### src/design/sbag_pkg.sv
// ----------------------------------------------------------------------------
// sbag_pkg
// Shared types and constants for the sprite blit address generator.
// ----------------------------------------------------------------------------
`default_nettype none

package sbag_pkg;

  // Item kinds on the input channel
  localparam logic FUNC_HEADER = 1'b0;
  localparam logic FUNC_PIXEL  = 1'b1;

  // Configuration register indexes
  localparam logic [1:0] CFG_DRAW_MODE        = 2'd0;
  localparam logic [1:0] CFG_SCREEN_WIDTH     = 2'd1;
  localparam logic [1:0] CFG_SCREEN_HEIGHT    = 2'd2;
  localparam logic [1:0] CFG_PLANE_BLOCK_SIZE = 2'd3;

  // Draw modes; bit 1 set selects the stacked planar buffer
  localparam logic [1:0] MODE_LINEAR = 2'd0;
  localparam logic [1:0] MODE_PLANAR = 2'd1;

  // Reset values of the configuration registers
  localparam logic [1:0]  RST_DRAW_MODE        = MODE_LINEAR;
  localparam logic [10:0] RST_SCREEN_WIDTH     = 11'd320;
  localparam logic [10:0] RST_SCREEN_HEIGHT    = 11'd200;
  localparam logic [18:0] RST_PLANE_BLOCK_SIZE = 19'd16000;

  localparam int ADDR_W = 20;

  // Configuration as seen by the datapath
  typedef struct packed {
    logic [1:0]  draw_mode;
    logic [10:0] screen_width;
    logic [10:0] screen_height;
    logic [18:0] plane_block_size;
  } cfg_t;

  // One pixel on its way to the address stage
  typedef struct packed {
    logic        we;
    logic [10:0] ux;
    logic [10:0] uy;
    logic [7:0]  pix;
    logic        last;
  } job_t;

endpackage

`default_nettype wire

### src/design/sbag_tracker.sv
// ----------------------------------------------------------------------------
// sbag_tracker
// Header clamp, blit state and raster counters; registers one pixel job.
// ----------------------------------------------------------------------------
`default_nettype none

module sbag_tracker import sbag_pkg::*; #(
  parameter int MAX_DIMENSION = 1024
) (
  input  wire logic               clk,
  input  wire logic               rst,
  input  wire cfg_t               cfg,
  input  wire logic               in_valid,
  output logic                    in_ready,
  input  wire logic               func,
  input  wire logic signed [11:0] pos_x,
  input  wire logic signed [11:0] pos_y,
  input  wire logic [10:0]        width,
  input  wire logic [10:0]        height,
  input  wire logic               transparent,
  input  wire logic [7:0]         pixel,
  output logic                    job_valid,
  output job_t                    job,
  input  wire logic               job_ready
);

  localparam int DimW = ($clog2(MAX_DIMENSION + 1) > 11) ? $clog2(MAX_DIMENSION + 1) : 11;

  // Blit state
  logic signed [11:0] origin_x, origin_y;
  logic [10:0]        blit_width, blit_height;
  logic               key_enabled, on_screen;
  logic [10:0]        column_count, row_count;

  logic accept;
  assign in_ready = !job_valid || job_ready;
  assign accept   = in_valid && in_ready;

  // Header: saturate size, reject, clamp origin
  logic [10:0]        w_sat, h_sat;
  logic signed [13:0] xs, ys, wi, hi, swi, shi, x1, y1, x2, y2;
  logic               reject;

  always_comb begin
    w_sat = (DimW'(width) > DimW'(MAX_DIMENSION)) ? 11'(MAX_DIMENSION) : width;
    h_sat = (DimW'(height) > DimW'(MAX_DIMENSION)) ? 11'(MAX_DIMENSION) : height;
    xs  = 14'(pos_x);
    ys  = 14'(pos_y);
    wi  = $signed({3'b000, w_sat});
    hi  = $signed({3'b000, h_sat});
    swi = $signed({3'b000, cfg.screen_width});
    shi = $signed({3'b000, cfg.screen_height});
    reject = (w_sat == 11'd0) || (h_sat == 11'd0) ||
             (xs >= swi) || (xs + wi <= 14'sd0) ||
             (ys >= shi) || (ys + hi <= 14'sd0);
    x1 = (xs < 14'sd0) ? 14'sd0 : xs;
    y1 = (ys < 14'sd0) ? 14'sd0 : ys;
    x2 = (x1 + wi > swi) ? swi - wi : x1;
    y2 = (y1 + hi > shi) ? shi - hi : y1;
  end

  // Pixel: position, visibility, end of bitmap
  logic signed [13:0] px, py;
  logic               visible, last_pix, row_end;
  logic [11:0]        col_inc, row_inc;

  always_comb begin
    px = 14'(origin_x) + $signed({3'b000, column_count});
    py = 14'(origin_y) + $signed({3'b000, row_count});
    visible = !px[13] && (px[12:0] < {2'b00, cfg.screen_width}) &&
              !py[13] && (py[12:0] < {2'b00, cfg.screen_height});
    col_inc  = {1'b0, column_count} + 12'd1;
    row_inc  = {1'b0, row_count} + 12'd1;
    row_end  = col_inc >= {1'b0, blit_width};
    last_pix = (col_inc == {1'b0, blit_width}) && (row_inc == {1'b0, blit_height});
  end

  // State update on each transfer
  always_ff @(posedge clk) begin
    if (rst) begin
      origin_x     <= '0;
      origin_y     <= '0;
      blit_width   <= 11'd1;
      blit_height  <= 11'd1;
      key_enabled  <= 1'b0;
      on_screen    <= 1'b0;
      column_count <= '0;
      row_count    <= '0;
    end else if (accept) begin
      if (func == FUNC_HEADER) begin
        column_count <= '0;
        row_count    <= '0;
        key_enabled  <= transparent;
        on_screen    <= !reject;
        if (!reject) begin
          origin_x    <= x2[11:0];
          origin_y    <= y2[11:0];
          blit_width  <= w_sat;
          blit_height <= h_sat;
        end
      end else if (on_screen) begin
        if (last_pix) begin
          on_screen    <= 1'b0;
          column_count <= '0;
          row_count    <= '0;
        end else if (row_end) begin
          column_count <= '0;
          row_count    <= row_inc[10:0];
        end else begin
          column_count <= col_inc[10:0];
        end
      end
    end
  end

  // Job register
  always_ff @(posedge clk) begin
    if (rst) begin
      job_valid <= 1'b0;
    end else if (in_ready) begin
      job_valid <= accept && (func == FUNC_PIXEL) && on_screen;
    end
  end

  always_ff @(posedge clk) begin
    if (accept) begin
      job.we   <= visible && !(key_enabled && (pixel == 8'd0));
      job.ux   <= px[10:0];
      job.uy   <= py[10:0];
      job.pix  <= pixel;
      job.last <= last_pix;
    end
  end

endmodule

`default_nettype wire

### src/design/sbag_addr_unit.sv
// ----------------------------------------------------------------------------
// sbag_addr_unit
// Framebuffer address, data and plane mask for one pixel; output register.
// ----------------------------------------------------------------------------
`default_nettype none

module sbag_addr_unit import sbag_pkg::*; #(
  parameter int LINEAR_STRIDE = 320
) (
  input  wire logic       clk,
  input  wire logic       rst,
  input  wire cfg_t       cfg,
  input  wire logic       job_valid,
  input  wire job_t       job,
  output logic            job_ready,
  output logic            out_valid,
  input  wire logic       out_ready,
  output logic            write_enable,
  output logic [ADDR_W-1:0] write_addr,
  output logic [7:0]      write_data,
  output logic [3:0]      plane_mask,
  output logic            last
);

  logic              linear, planar, stacked;
  logic [ADDR_W-1:0] factor, addend, prod, plane_off, addr;
  logic [ADDR_W-1:0] pbs;

  assign job_ready = !out_valid || out_ready;

  // One shared multiplier: row times stride or planar pitch
  always_comb begin
    linear  = (cfg.draw_mode == MODE_LINEAR);
    planar  = (cfg.draw_mode == MODE_PLANAR);
    stacked = cfg.draw_mode[1];
    pbs     = ADDR_W'(cfg.plane_block_size);
    factor  = linear ? ADDR_W'(LINEAR_STRIDE) : ADDR_W'(cfg.screen_width[10:2]);
    addend  = linear ? ADDR_W'(job.ux) : ADDR_W'(job.ux[10:2]);
    prod    = ADDR_W'(job.uy) * factor;
    plane_off = '0;
    if (stacked) begin
      plane_off = (job.ux[0] ? pbs : '0) + (job.ux[1] ? {pbs[ADDR_W-2:0], 1'b0} : '0);
    end
    addr = prod + addend + plane_off;
  end

  // Output register
  always_ff @(posedge clk) begin
    if (rst) begin
      out_valid <= 1'b0;
    end else if (job_ready) begin
      out_valid <= job_valid;
    end
  end

  always_ff @(posedge clk) begin
    if (job_ready && job_valid) begin
      write_enable <= job.we;
      write_addr   <= job.we ? addr : '0;
      write_data   <= job.we ? job.pix : 8'd0;
      plane_mask   <= (job.we && planar) ? (4'b0001 << job.ux[1:0]) : 4'b0000;
      last         <= job.last;
    end
  end

endmodule

`default_nettype wire

### src/design/sprite_blit_address_generator.sv
// Sprite blit address generator. A header transfer (func 0) sets position,
// size and color key of a bitmap and yields no result; each pixel transfer
// (func 1) of an active bitmap yields one result with the framebuffer byte
// address, data and plane mask. The block takes one item per clock while
// out_ready holds, and registers each result twice: first in the job register
// behind the raster counters, then in the output register behind the single
// address multiplier. Configuration writes are taken at any time
// (cfg_ready is always high) and must only happen while the block is idle.
// ----------------------------------------------------------------------------
// sprite_blit_address_generator
// Top level: configuration registers, counter stage and address stage.
// ----------------------------------------------------------------------------
`default_nettype none

module sprite_blit_address_generator import sbag_pkg::*; #(
  parameter int MAX_DIMENSION = 1024,
  parameter int LINEAR_STRIDE = 320
) (
  input  wire logic               clk,
  input  wire logic               rst,
  input  wire logic               cfg_valid,
  output logic                    cfg_ready,
  input  wire logic [1:0]         cfg_index,
  input  wire logic [18:0]        cfg_data,
  input  wire logic               in_valid,
  output logic                    in_ready,
  input  wire logic               func,
  input  wire logic signed [11:0] pos_x,
  input  wire logic signed [11:0] pos_y,
  input  wire logic [10:0]        width,
  input  wire logic [10:0]        height,
  input  wire logic               transparent,
  input  wire logic [7:0]         pixel,
  output logic                    out_valid,
  input  wire logic               out_ready,
  output logic                    write_enable,
  output logic [ADDR_W-1:0]       write_addr,
  output logic [7:0]              write_data,
  output logic [3:0]              plane_mask,
  output logic                    last
);

  cfg_t cfg;
  logic job_valid, job_ready;
  job_t job;

  assign cfg_ready = 1'b1;

  // Configuration registers
  always_ff @(posedge clk) begin
    if (rst) begin
      cfg.draw_mode        <= RST_DRAW_MODE;
      cfg.screen_width     <= RST_SCREEN_WIDTH;
      cfg.screen_height    <= RST_SCREEN_HEIGHT;
      cfg.plane_block_size <= RST_PLANE_BLOCK_SIZE;
    end else if (cfg_valid && cfg_ready) begin
      case (cfg_index)
        CFG_DRAW_MODE:        cfg.draw_mode        <= cfg_data[1:0];
        CFG_SCREEN_WIDTH:     cfg.screen_width     <= cfg_data[10:0];
        CFG_SCREEN_HEIGHT:    cfg.screen_height    <= cfg_data[10:0];
        CFG_PLANE_BLOCK_SIZE: cfg.plane_block_size <= cfg_data;
        default: ;
      endcase
    end
  end

  sbag_tracker #(
    .MAX_DIMENSION(MAX_DIMENSION)
  ) u_tracker (
    .clk         (clk),
    .rst         (rst),
    .cfg         (cfg),
    .in_valid    (in_valid),
    .in_ready    (in_ready),
    .func        (func),
    .pos_x       (pos_x),
    .pos_y       (pos_y),
    .width       (width),
    .height      (height),
    .transparent (transparent),
    .pixel       (pixel),
    .job_valid   (job_valid),
    .job         (job),
    .job_ready   (job_ready)
  );

  sbag_addr_unit #(
    .LINEAR_STRIDE(LINEAR_STRIDE)
  ) u_addr (
    .clk          (clk),
    .rst          (rst),
    .cfg          (cfg),
    .job_valid    (job_valid),
    .job          (job),
    .job_ready    (job_ready),
    .out_valid    (out_valid),
    .out_ready    (out_ready),
    .write_enable (write_enable),
    .write_addr   (write_addr),
    .write_data   (write_data),
    .plane_mask   (plane_mask),
    .last         (last)
  );

  // A skipped pixel carries zero address, data and mask
  a_skip_zero: assert property (@(posedge clk) disable iff (rst)
    out_valid && !write_enable |-> write_addr == '0 && write_data == 8'd0 &&
                                   plane_mask == 4'd0)
    else $error("skipped pixel with nonzero payload");

  // A plane mask only goes with a written pixel and selects one plane
  a_mask_onehot: assert property (@(posedge clk) disable iff (rst)
    out_valid && plane_mask != 4'd0 |-> write_enable && $onehot(plane_mask))
    else $error("bad plane mask");

  // A header transfer never produces a pixel job
  a_header_silent: assert property (@(posedge clk) disable iff (rst)
    in_valid && in_ready && func == FUNC_HEADER |=> !job_valid)
    else $error("header produced a job");

endmodule

`default_nettype wire
### config.mk
export PLATFORM = sky130hd
export DESIGN_NAME = sprite_blit_address_generator
export DESIGN_NICKNAME = d
export VERILOG_FILES = /design/src/design/sbag_pkg.sv /design/src/design/sbag_tracker.sv /design/src/design/sbag_addr_unit.sv /design/src/design/sprite_blit_address_generator.sv
export SDC_FILE = /design/constraint.sdc
export NUM_CORES = 1
export LEC_CHECK = 0
export BUFFER_PORTS_ARGS = -buffer_cell sky130_fd_sc_hd__buf_2
export CAP_MARGIN = 15
export CORE_MARGIN = 5
export CORE_UTILIZATION = 57
export CTS_BUF_LIST = sky130_fd_sc_hd__clkbuf_16
export DETAILED_ROUTE_END_ITERATION = 12
export PLACE_DENSITY = 0.79
export REMOVE_ABC_BUFFERS = 1
export SETUP_SLACK_MARGIN = 0.3
export SLEW_MARGIN = 20
export SYNTH_ARGS = -nofsm -noshare
export SYNTH_HDL_FRONTEND = slang
export SYNTH_HIERARCHICAL = 1
export SYNTH_SLANG_ARGS = --single-unit
### constraint.sdc
create_clock -name clk -period 5.11 [get_ports clk]
set_clock_uncertainty 0.05 [all_clocks]
set_input_delay 0.7665 -clock clk [delete_from_list [all_inputs] [get_ports clk]]
set_output_delay 0.7665 -clock clk [all_outputs]
set_load 0.005 [all_outputs]
# ---- Yosys cells after proc, flatten, opt, wreduce, memory -nomap -nowiden
# Index checks and enable logic that the tools add are counted.
dict set report op_classes {
  addsub 13
  n_mul 1
  div 0
  magnitude_cmp 13
  eq_ne 8
  n_shift 1
  n_mux 22
  bitwise_logic 2
  n_reduce_logical 37
}
# operator n
set ops {}
lappend ops {{11-bit 2-to-1 mux} 11}
lappend ops {{20-bit adder} 3}
lappend ops {{12-bit by 12-bit adder with 13-bit output} 4}
lappend ops {{20-bit 2-to-1 mux} 2}
lappend ops {{14-bit by 12-bit adder with 14-bit output} 2}
lappend ops {{14-bit by 12-bit > comparator with 1-bit output} 2}
lappend ops {{14-bit by 1-bit <= comparator with 1-bit output, second input constant} 2}
lappend ops {{14-bit 2-to-1 mux} 2}
lappend ops {{13-bit by 11-bit < comparator with 1-bit output} 2}
lappend ops {{11-bit by 1-bit adder with 12-bit output, second input constant} 2}
lappend ops {{12-bit by 11-bit == test with 1-bit output} 2}
lappend ops {{12-bit >= comparator} 2}
lappend ops {{12-bit by 1-bit < comparator with 1-bit output, second input constant} 2}
lappend ops {{12-bit 2-to-1 mux} 2}
lappend ops {{11-bit by 11-bit subtractor with 12-bit output} 2}
lappend ops {{11-bit > comparator, second input constant} 2}
lappend ops {{11-bit zero test} 2}
lappend ops {{11-bit by 20-bit multiplier with 20-bit output} 1}
lappend ops {{19-bit 2-to-1 mux} 1}
lappend ops {{12-bit by 11-bit >= comparator with 1-bit output} 1}
lappend ops {{2-bit AND reduction} 6}
lappend ops {{1-bit logical AND} 11}
lappend ops {{9-bit 2-to-1 mux} 1}
lappend ops {{8-bit zero test} 1}
lappend ops {{other kinds (11)} 29}
dict set report word_totals {
  ff_bits 181
  latch_bits 0
  mem_bits_rw 0
  romBits 0
  input_bits 82
  mem_count 0
}

# ---- Logic depth before layout (Yosys ltp)
# Gate-level depths: netlist of the first run.
dict set report depth {
  depth_word 10
  mapped_depth 24
  ltp_nobuf 23
}

# ---- Hierarchy
# Netlist of the first run, hierarchy kept.
# module instances cells_each area_each_um2
set by_module_without_submodules {}
lappend by_module_without_submodules {sbag_tracker 1 1258 10520.1}
lappend by_module_without_submodules {sbag_addr_unit 1 749 6658.9}
lappend by_module_without_submodules {sprite_blit_address_generator 1 175 1809.2}

# ---- Least setup slack after synthesis of the first run
# OpenSTA, ideal clock, no wires.
dict set report synth_path {
  path_kind {flip-flop to flip-flop}
  startpoint {register u_tracker/job[21] (netlist name)}
  endpoint {register u_addr.write_addr[18] (data pin)}
  setup_time_ns 0.261
  arrival_ns 5.275
  required_ns 4.799
  slack_ns -0.477
  path_stages_with_launch 23
  n_path_buf 1
  period_less_slack_ns 5.587
  cell_sequence {edfxtp_1 clkbuf_1 and2_1 ha_1 fa_1 a211oi_2 o21bai_1 a21oi_1 o21bai_1 a21oi_1 xnor2_1 and2_1 fa_1 fa_1 inv_1 fa_1 inv_1 ha_1 a2111o_1 o211ai_1 a32oi_1 a31oi_1 mux2i_1}
}
dict set report synth_between {
  elab_chain_len 4
  word_cells_on_any_way 6
  classes_between {add/sub: 3; mux: 3}
}
# element line
set synth_rtl {}
lappend synth_rtl {{20-bit 2-to-1 mux} sbag_addr_unit.sv:42} ;# plane_off = (job.ux[0] ? pbs : '0) + (job.ux[1] ? {pbs[ADDR_W-2:0], 1'b0} : '0);
lappend synth_rtl {{20-bit adder} sbag_addr_unit.sv:42}
lappend synth_rtl {{20-bit 2-to-1 mux} sbag_addr_unit.sv:41} ;# if (stacked) begin
lappend synth_rtl {{20-bit adder *} sbag_addr_unit.sv:44} ;# addr = prod + addend + plane_off;
lappend synth_rtl {{end signal, assigned} sbag_addr_unit.sv:59} ;# write_addr <= job.we ? addr : '0;
lappend synth_rtl {{end, declared} sbag_addr_unit.sv:19} ;# output logic [ADDR_W-1:0] write_addr,
# Every way passes the cells marked *; elsewhere a longest branch is shown, timed or not.
# A chain may end at the register's enable or synchronous reset.

# ---- Worst setup path in the final report of the first run
dict set report layout_path {
  startpoint {register u_tracker/job[21] (netlist name)}
  endpoint {register u_addr.write_addr[18] (data pin)}
}
dict set report layout_between {
  elab_chain_len 4
  word_cells_on_any_way 6
  classes_between {add/sub: 3; mux: 3}
}
# element line
set layout_rtl {}
lappend layout_rtl {{20-bit 2-to-1 mux} sbag_addr_unit.sv:42}
lappend layout_rtl {{20-bit adder} sbag_addr_unit.sv:42}
lappend layout_rtl {{20-bit 2-to-1 mux} sbag_addr_unit.sv:41}
lappend layout_rtl {{20-bit adder *} sbag_addr_unit.sv:44}
# Marked as above.

==> results of run 1 <==
## critical path, stage by stage, from the launching register on
cell,delay (ps)
edfxtp_1,430
buf_4,170
buf_4,170
and2_1,170
ha_4,290
o21ai_2,60
o21bai_1,160
a21o_1,190
buf_6,130
inv_1,30
o21ai_1,140
xor2_1,150
and2_1,200
fa_1,450
fa_1,500
inv_1,60
fa_1,560
inv_1,80
ha_4,270
o21a_1,220
and3_1,180
o211ai_1,130
a32oi_2,200
a31oi_2,210
mux2i_1,240
## timing repair
action | CTS | global route
setup endpoints to repair | 14 | 28
pin swaps | 36 | 35
setup buffers | 6 | 8
cloned | 1 | 0
gates resized for setup | 65 | 50
endpoints found under the hold margin | 0 | 0
hold buffers | 0 | 0
## worst paths after layout
kind                           endpoint  slack (ps)  cells after the start
setup reg to reg  u_addr/write_addr[18]        -500                     24
setup / recovery  u_addr/write_addr[18]        -500                     24
hold / removal              u_addr/last         390                      0
hold reg to reg             u_addr/last         390                      0
## power groups by stage
stage / clock (uW) / combinational, uW / sequential [uW]
after global routing: 1460 / 1760 / 1600
after global placement: 0 / 1370 / 1620
after CTS: 1400 / 1500 / 1590
after detailed placement: 0 / 1420 / 1620
after floorplan: 0 / 930 / 1610
final: 1390 / 1610 / 1590
## stage by stage
stage	utilization, %	setup TNS (ps)	setup slack, ps	total power [uW]
6_report	67.9	-4250	-501	4590
5_1_grt	67.9	-6670	-744	4820
4_1_cts	67.2	-3430	-534	4480
3_5_place_dp	64.3	-6370	-685	3040
3_3_place_gp	64.3	-4850	-501	2990
2_1_floorplan	-	-37360	-1250	2540
## layout make-up
class                           instances  area (sq um)
Tap cell                              442           553
Clock inverter                         15           178
Fill cell                            2541         10500
Sequential cell                       181          4290
Clock buffer                           17           425
Multi-Input combinational cell       1705         14000
Timing Repair Buffer                  295          1980
Inverter                              221           830
## cells in the final DEF, fill, tap and decap left out, types with 26 or more instances in the layout
| cell | instances |
|---|---|
| a31oi_1 | 26 |
| xnor2_1 | 64 |
| edfxtp_1 | 66 |
| and3_1 | 41 |
| fa_1 | 99 |
| nand4_1 | 42 |
| ha_1 | 221 |
| nor2b_1 | 51 |
| a211oi_1 | 35 |
| nor2_1 | 155 |
| dfxtp_1 | 113 |
| o31ai_1 | 26 |
| mux2i_1 | 66 |
| a21o_1 | 43 |
| o21ai_0 | 62 |
| nand3_1 | 30 |
| buf_2 | 116 |
| and2_1 | 85 |
| buf_4 | 165 |
| a21oi_1 | 99 |
| nand2_1 | 150 |
| xor2_1 | 29 |
| nand2b_1 | 72 |
| inv_1 | 213 |
## registers in the layout, indices dropped and copies added (netlist names)
signal,flops
u_tracker/origin_y,12
u_tracker/column_count,11
u_tracker/row_count,11
cfg,43
u_addr/write_enable,1
u_tracker/job_valid,1
u_addr/write_data,8
u_addr/last,1
u_tracker/origin_x,12
u_addr/plane_mask,4
u_tracker/blit_height,11
u_tracker/on_screen,1
u_addr/out_valid,1
u_tracker/key_enabled,1
u_tracker/job,32
u_tracker/blit_width,11
u_addr/write_addr,20
## synth_stat cells, drive strengths merged (5+ instances only)
library cell	instances	area share [%]
ha	233	15
nand4	42	1.4
mux2i	66	3.5
buf	25	0.80
a22o	10	0.47
o21a	18	0.71
and2	99	3.3
dfxtp	115	12
fa	100	11
a31oi	28	0.96
a41oi	5	0.23
a211oi	42	1.7
a21o	43	1.7
nor3	28	0.82
a22oi	7	0.28
nand3b	7	0.28
nor4	16	0.56
or3	12	0.40
o211ai	13	0.51
xnor2	67	3.1
nor3b	6	0.24
or4	5	0.22
edfxtp	66	10
and4	8	0.37
clkbuf	51	1.0
o21ai	80	2.1
nand2	153	3.0
inv	220	4.3
and3	41	1.4
o21bai	15	0.59
a21oi	108	2.8
xor2	29	1.3
nor2b	52	1.8
nor2	156	3.1
mux2	5	0.30
nand3	33	0.95
nand2b	72	2.4
a2111oi	5	0.23
o31ai	28	1.1
a31o	5	0.23
## per-layer routing
layer	wire (um)	vias up	GRT usage, %
met5	0	-	0
met4	2250	0	10.8
met3	3610	152	3.78
met2	26800	670	50.9
met1	23600	8233	38.2
li1	-	8137	-
## cell families after synthesis
group,share of synthesized area (%)
compound gates,16.0
xor+xnor,4.55
fa+ha+maj,25.9
buf+inv,6.18
flops,22.6
mux,3.78
other cells,0.0197
simple gates,21.0
==> impl_metrics.env, run 1 <==
export IMPL_crit_required_ps=5340
export IMPL_peakVddDrop_mv=0.254
export IMPL_clock_sinks=181
export IMPL_end_kind="register"
export IMPL_syn_inst=2182
export IMPL_switching_share_pct=33.6
export IMPL_worstSetupStartpoint="u_tracker/job[21]"
export IMPL_outcome="finished, violations left"
export IMPL_synth_seq_area_share_pct=22.6
export IMPL_setup_viol=13
export IMPL_vias_per_cell=5.98
export IMPL_io_buffer_count=117
export IMPL_hold_path_class="register to register"
export IMPL_worst_pin_slew_ps=976
export IMPL_synth_distinct_cells=92
export IMPL_clockBufferDepth=2
export IMPL_dp_cells=2829
export IMPL_rsz0062_at_grt="yes"
export IMPL_initial_core_util_pct=58.1
export IMPL_grt_overflow_total=0
export IMPL_design_core_area_sq_um=32700
export IMPL_synth_edf_count=66
export IMPL_max_cap_viol_count=0
export IMPL_drt_iter0_markers=1485
export IMPL_grtUsageTotal_pct=29.6
export IMPL_final_area_sq_um=22200
export IMPL_placed_area_sq_um=21000
export IMPL_syn_area_per_cell_sq_um=8.70
export IMPL_cellLeakagePower_uw=0.0104
export IMPL_gp_congestion=0.983
export IMPL_dieWidth_um=193
export IMPL_die_h_um=193
export IMPL_first_pass_iters=6
export IMPL_avgRoutedWirePerCell_um=19.5
export IMPL_critPathKind="register to register"
export IMPL_synth_main_ff_cell="dfxtp_1"
export IMPL_cp_max_fo=17
export IMPL_arrival_ps=5840
export IMPL_finalCritPeriodShare_pct=110
export IMPL_syn_cell_area_sq_um=19000
export IMPL_p_clk_share_pct=30.3
export IMPL_cts_tree="yes"
export IMPL_cts_root_buf="clkbuf_16"
export IMPL_drt_total_wl_um=56200
export IMPL_rows=66
export IMPL_dieArea_sq_um=37100
export IMPL_area_delta_synth_final_pct=17.0
export IMPL_dp_hpwl_um=43600
export IMPL_remaining_drc_errors=0
export IMPL_nets=2836
export IMPL_drive_above_1_share_pct=18.0
export IMPL_antenna_found_initial=0
export IMPL_r2r_start="u_tracker/job[21]"
export IMPL_route_vias_total=17200
export IMPL_clk_pin_slew_ps=70
export IMPL_n_antenna_cell=0
export IMPL_power_switching_uw=1540
export IMPL_hold_ws_ps=391
export IMPL_ant_nets=0
export IMPL_grt_pass1_vias=16900
export IMPL_min_period_ps=5610
export IMPL_clk_latency_ps=460
export IMPL_cellInternalPower_uw=3050
export IMPL_synth_warnings=6
export IMPL_power_density_nw_per_um2=207
export IMPL_cts_buffers=17
export IMPL_h_tree_depth=4
export IMPL_io_pins=119
export IMPL_clock_fmax_mhz=178
export IMPL_cp_start_kind="register"
export IMPL_stdcell_count=2876
export IMPL_violations="setup timing"
export IMPL_ys_ff_latch=181
export IMPL_slew_violations=0
export IMPL_worst_slack_ps=-501
export IMPL_hold_viol=0
export IMPL_postSynth_asyncResetShare_pct=0
export IMPL_hp_start="u_tracker/job[0]"
export IMPL_grt_pass1_wl_um=87500
export IMPL_seqPwrFrac_pct=34.7
export IMPL_grt_max_degree=90
export IMPL_slew_headroom_pct=34.5
export IMPL_combPwrFrac_pct=35.0
(Power assumes the default switching activity.)
==> inputs of run 2 (changes only) <==
--- a/config.mk
+++ b/config.mk
@@ -11,11 +11,10 @@
 export CORE_UTILIZATION = 57
 export CTS_BUF_LIST = sky130_fd_sc_hd__clkbuf_16
 export DETAILED_ROUTE_END_ITERATION = 12
-export PLACE_DENSITY = 0.79
+export PLACE_DENSITY_LB_ADDON = 0.25
 export REMOVE_ABC_BUFFERS = 1
 export SETUP_SLACK_MARGIN = 0.3
 export SLEW_MARGIN = 20
 export SYNTH_ARGS = -nofsm -noshare
 export SYNTH_HDL_FRONTEND = slang
-export SYNTH_HIERARCHICAL = 1
 export SYNTH_SLANG_ARGS = --single-unit
==> run 2 against run 1 <==
  * The run still ends with setup timing left
  * Sequential power barely moved
  * Sequential share of layout area rose by 0.64 points
  * Utilization barely moved
  * Non-clock buffer count fell by 10
  * Largest power group is now registers
==> impl_metrics.env, run 2 <==
export IMPL_crit_path_top_delay_cell="fa_1"
export IMPL_synth_distinct_cells=77
export IMPL_grtUsageTotal_pct=29.1
export IMPL_regArea_sq_um=4290
export IMPL_ys_ff_latch=181
export IMPL_synth_warnings=0
export IMPL_dieWidth_um=189
export IMPL_min_period_ps=5680
export IMPL_h_tree_depth=4
export IMPL_met3_length_um=3020
export IMPL_dieArea_sq_um=35700
export IMPL_vias_per_cell=5.88
export IMPL_hold_path_class="register to register"
export IMPL_io_buffer_count=117
export IMPL_synth_common_cells="nand2_1 (257), inv_1 (235), ha_1 (233), a21oi_1 (173), nor2_1 (146)"
export IMPL_synth_area_leaders="ha_1 (16%), dfxtp_1 (13%), fa_1 (11%)"
export IMPL_peakVddDrop_mv=0.227
export IMPL_yosysMostFrequentCell="nand2_1"
export IMPL_die_h_um=189
export IMPL_largest_reg_flops=43
export IMPL_slew_headroom_pct=44.4
export IMPL_worst_slack_ps=-567
export IMPL_p_clk_share_pct=30.0
export IMPL_area_delta_synth_final_pct=17.6
export IMPL_wl_met2_um=24900
export IMPL_wl_met1_um=21800
export IMPL_r2r_start="u_tracker.job[20]"
export IMPL_arrival_ps=5820
export IMPL_first_pass_iters=6
export IMPL_drt_total_wl_um=52800
export IMPL_synth_seq_area_share_pct=23.4
export IMPL_endpoint="u_addr.write_addr[18]"
export IMPL_cts_tree="yes"
export IMPL_remaining_drc_errors=0
export IMPL_power_switching_uw=1600
export IMPL_final_common_cell="nand2_1"
export IMPL_stdcell_count=2831
export IMPL_r2r_setup_slack_ps=-570
export IMPL_finalCritPeriodShare_pct=111
export IMPL_reg2reg_to="u_addr.write_addr[18]"
export IMPL_cellInternalPower_uw=2880
export IMPL_nFillCells=2564
export IMPL_syn_cell_area_sq_um=18300
export IMPL_cts_buffers=17
export IMPL_highest_layer="met4"
export IMPL_clockBufferDepth=2
export IMPL_critPathKind="register to register"
export IMPL_clk_latency_ps=460
export IMPL_slew_violations=0
export IMPL_clock_fmax_mhz=176
export IMPL_setup_viol=12
export IMPL_seqPwrFrac_pct=35.6
export IMPL_grt_pass1_wl_um=83400
export IMPL_syn_area_per_cell_sq_um=8.36
export IMPL_crit_top_cell="inv_2"
export IMPL_cts_root_buf="clkbuf_16"
export IMPL_power_density_nw_per_um2=209
export IMPL_worst_pin_slew_ps=832
export IMPL_cp_max_fo=7
export IMPL_violations="setup timing"
export IMPL_end_kind="register"
export IMPL_regMostFlops="cfg"
export IMPL_multi_input_area_sq_um=13300
export IMPL_rows=65
export IMPL_mostFrequentLayoutCells="nand2_1 (249), inv_1 (227), ha_1 (219), a21oi_1 (160), buf_4 (156)"
export IMPL_synth_edf_count=66
export IMPL_cellLeakagePower_uw=0.00989
export IMPL_drt_iter0_markers=1234
export IMPL_initial_core_util_pct=57.8
export IMPL_outcome="finished, violations left"
export IMPL_dp_cells=2779
export IMPL_rsz0062_at_grt="yes"
export IMPL_syn_inst=2187
export IMPL_clock_sinks=181
export IMPL_cp_start_kind="register"
export IMPL_design_core_area_sq_um=31600
export IMPL_utilization_pct=68.0
export IMPL_grt_max_degree=65
export IMPL_dp_hpwl_um=41300
export IMPL_crit_required_ps=5250
export IMPL_synth_main_ff_cell="dfxtp_1"
export IMPL_clk_pin_slew_ps=80
export IMPL_combPwrFrac_pct=34.4
export IMPL_io_pins=119
export IMPL_route_vias_total=16700
export IMPL_postSynth_asyncResetShare_pct=0
export IMPL_grt_pass1_vias=16500
export IMPL_nets=2831
export IMPL_reg_largest_list="cfg: 43 flops, u_tracker.job: 32 flops, u_addr.write_addr: 20 flops"
export IMPL_avgRoutedWirePerCell_um=18.6
export IMPL_max_cap_viol_count=0
export IMPL_gp_congestion=0.996
export IMPL_tns_ps=-3990
export IMPL_synth_top_cell_by_area="ha_1"
export IMPL_max_stage_delay_ps=560
export IMPL_ant_nets=0
export IMPL_grt_overflow_total=0
export IMPL_switching_share_pct=35.7
export IMPL_n_antenna_cell=0
export IMPL_drive_above_1_share_pct=18.2
export IMPL_worstSetupStartpoint="u_tracker.job[20]"
export IMPL_hold_viol=0
export IMPL_ff2ff_path_depth=27
export IMPL_synth_top_area_share_pct=16.0
export IMPL_antenna_found_initial=0
[run 2: changes by cell type in the layout (fill, tap and decap cells not counted), sizes merged, moves of 22 or more]
cell	change
nand4	-22
nand2b	-56
nand2	+104
o21ai	+39
o31ai	-22
mux2i	-46
a21oi	+66
and2	-27
nand3	+36
[run 2: what timing repair did]
action	in CTS	in global routing
gates resized for setup	96	39
pin swaps	73	35
setup buffers	13	6
hold buffers	0	0
gates cloned	0	0
setup endpoints to repair	14	38
endpoints found under the hold margin	0	0
[run 2: layer usage]
layer / global-route usage (%) / vias up
met2: 49.1 / 540
met1: 35.4 / 7940
met3: 5.55 / 172
met5: 0 / -
li1: - / 8006
met4: 15.1 / 0
[run 2: layout make-up]
| type | count | share of cell area [%] |
|---|---|---|
| Clock buffer | 17 | 1.98 |
| Timing Repair Buffer | 285 | 8.99 |
| Inverter | 235 | 4.10 |
| Sequential cell | 181 | 19.9 |
| Clock inverter | 15 | 0.768 |
| Tap cell | 402 | 2.34 |
| Multi-Input combinational cell | 1696 | 61.9 |
[run 2: worst min-delay path by stage]
stage	start	endpoint	cells after the start
after floorplan	u_tracker.job[0]	u_addr.last	0
after global placement	u_tracker.job[0]	u_addr.last	0
after detailed placement	u_tracker.job[0]	u_addr.last	0
after CTS	u_tracker.job[0]	u_addr.last	0
after global routing	u_tracker.job[0]	u_addr.last	0
final	u_tracker.job[0]	u_addr.last	0
[run 2: cells by family after synthesis]
logic type                 share of synthesized area (%)
other                                             0.0205
and+or+nand+nor                                     20.7
muxes                                               1.22
adders and majority gates                           26.9
AOI/OAI and AO/OA                                   16.3
DFF                                                 23.4
xor gates and xnor gates                            4.84
buffers and inverters                               6.61
[run 2: worst max-delay path: cells and delay by family (launching register included)]
family | cells | cell delay [ps]
flops | 1 | 510
fa+ha+maj | 6 | 2240
compound gates | 4 | 950
xor+xnor | 1 | 160
simple gates | 10 | 1030
buf+inv | 6 | 460
[run 2: stage by stage]
| step | hold WS, ps | setup slack, ps | instance area, sq um | power (uW) |
|---|---|---|---|---|
| 4_1_cts | 394 | -532 | 21300 | 4400 |
| 2_1_floorplan | 350 | -930 | 17900 | 2520 |
| 3_5_place_dp | 369 | -915 | 20200 | 2970 |
| 3_3_place_gp | 369 | -694 | 20200 | 2930 |
| 6_report | 397 | -567 | 21500 | 4480 |
| 5_1_grt | 396 | -848 | 21500 | 4740 |
[run 2: power by group through the flow]
stage | clock network [uW] | logic, uW | registers (uW)
after floorplan | 0 | 900 | 1620
after global placement | 0 | 1300 | 1630
after detailed placement | 0 | 1340 | 1630
after CTS | 1340 | 1470 | 1590
after global routing | 1430 | 1710 | 1600
final | 1340 | 1540 | 1600
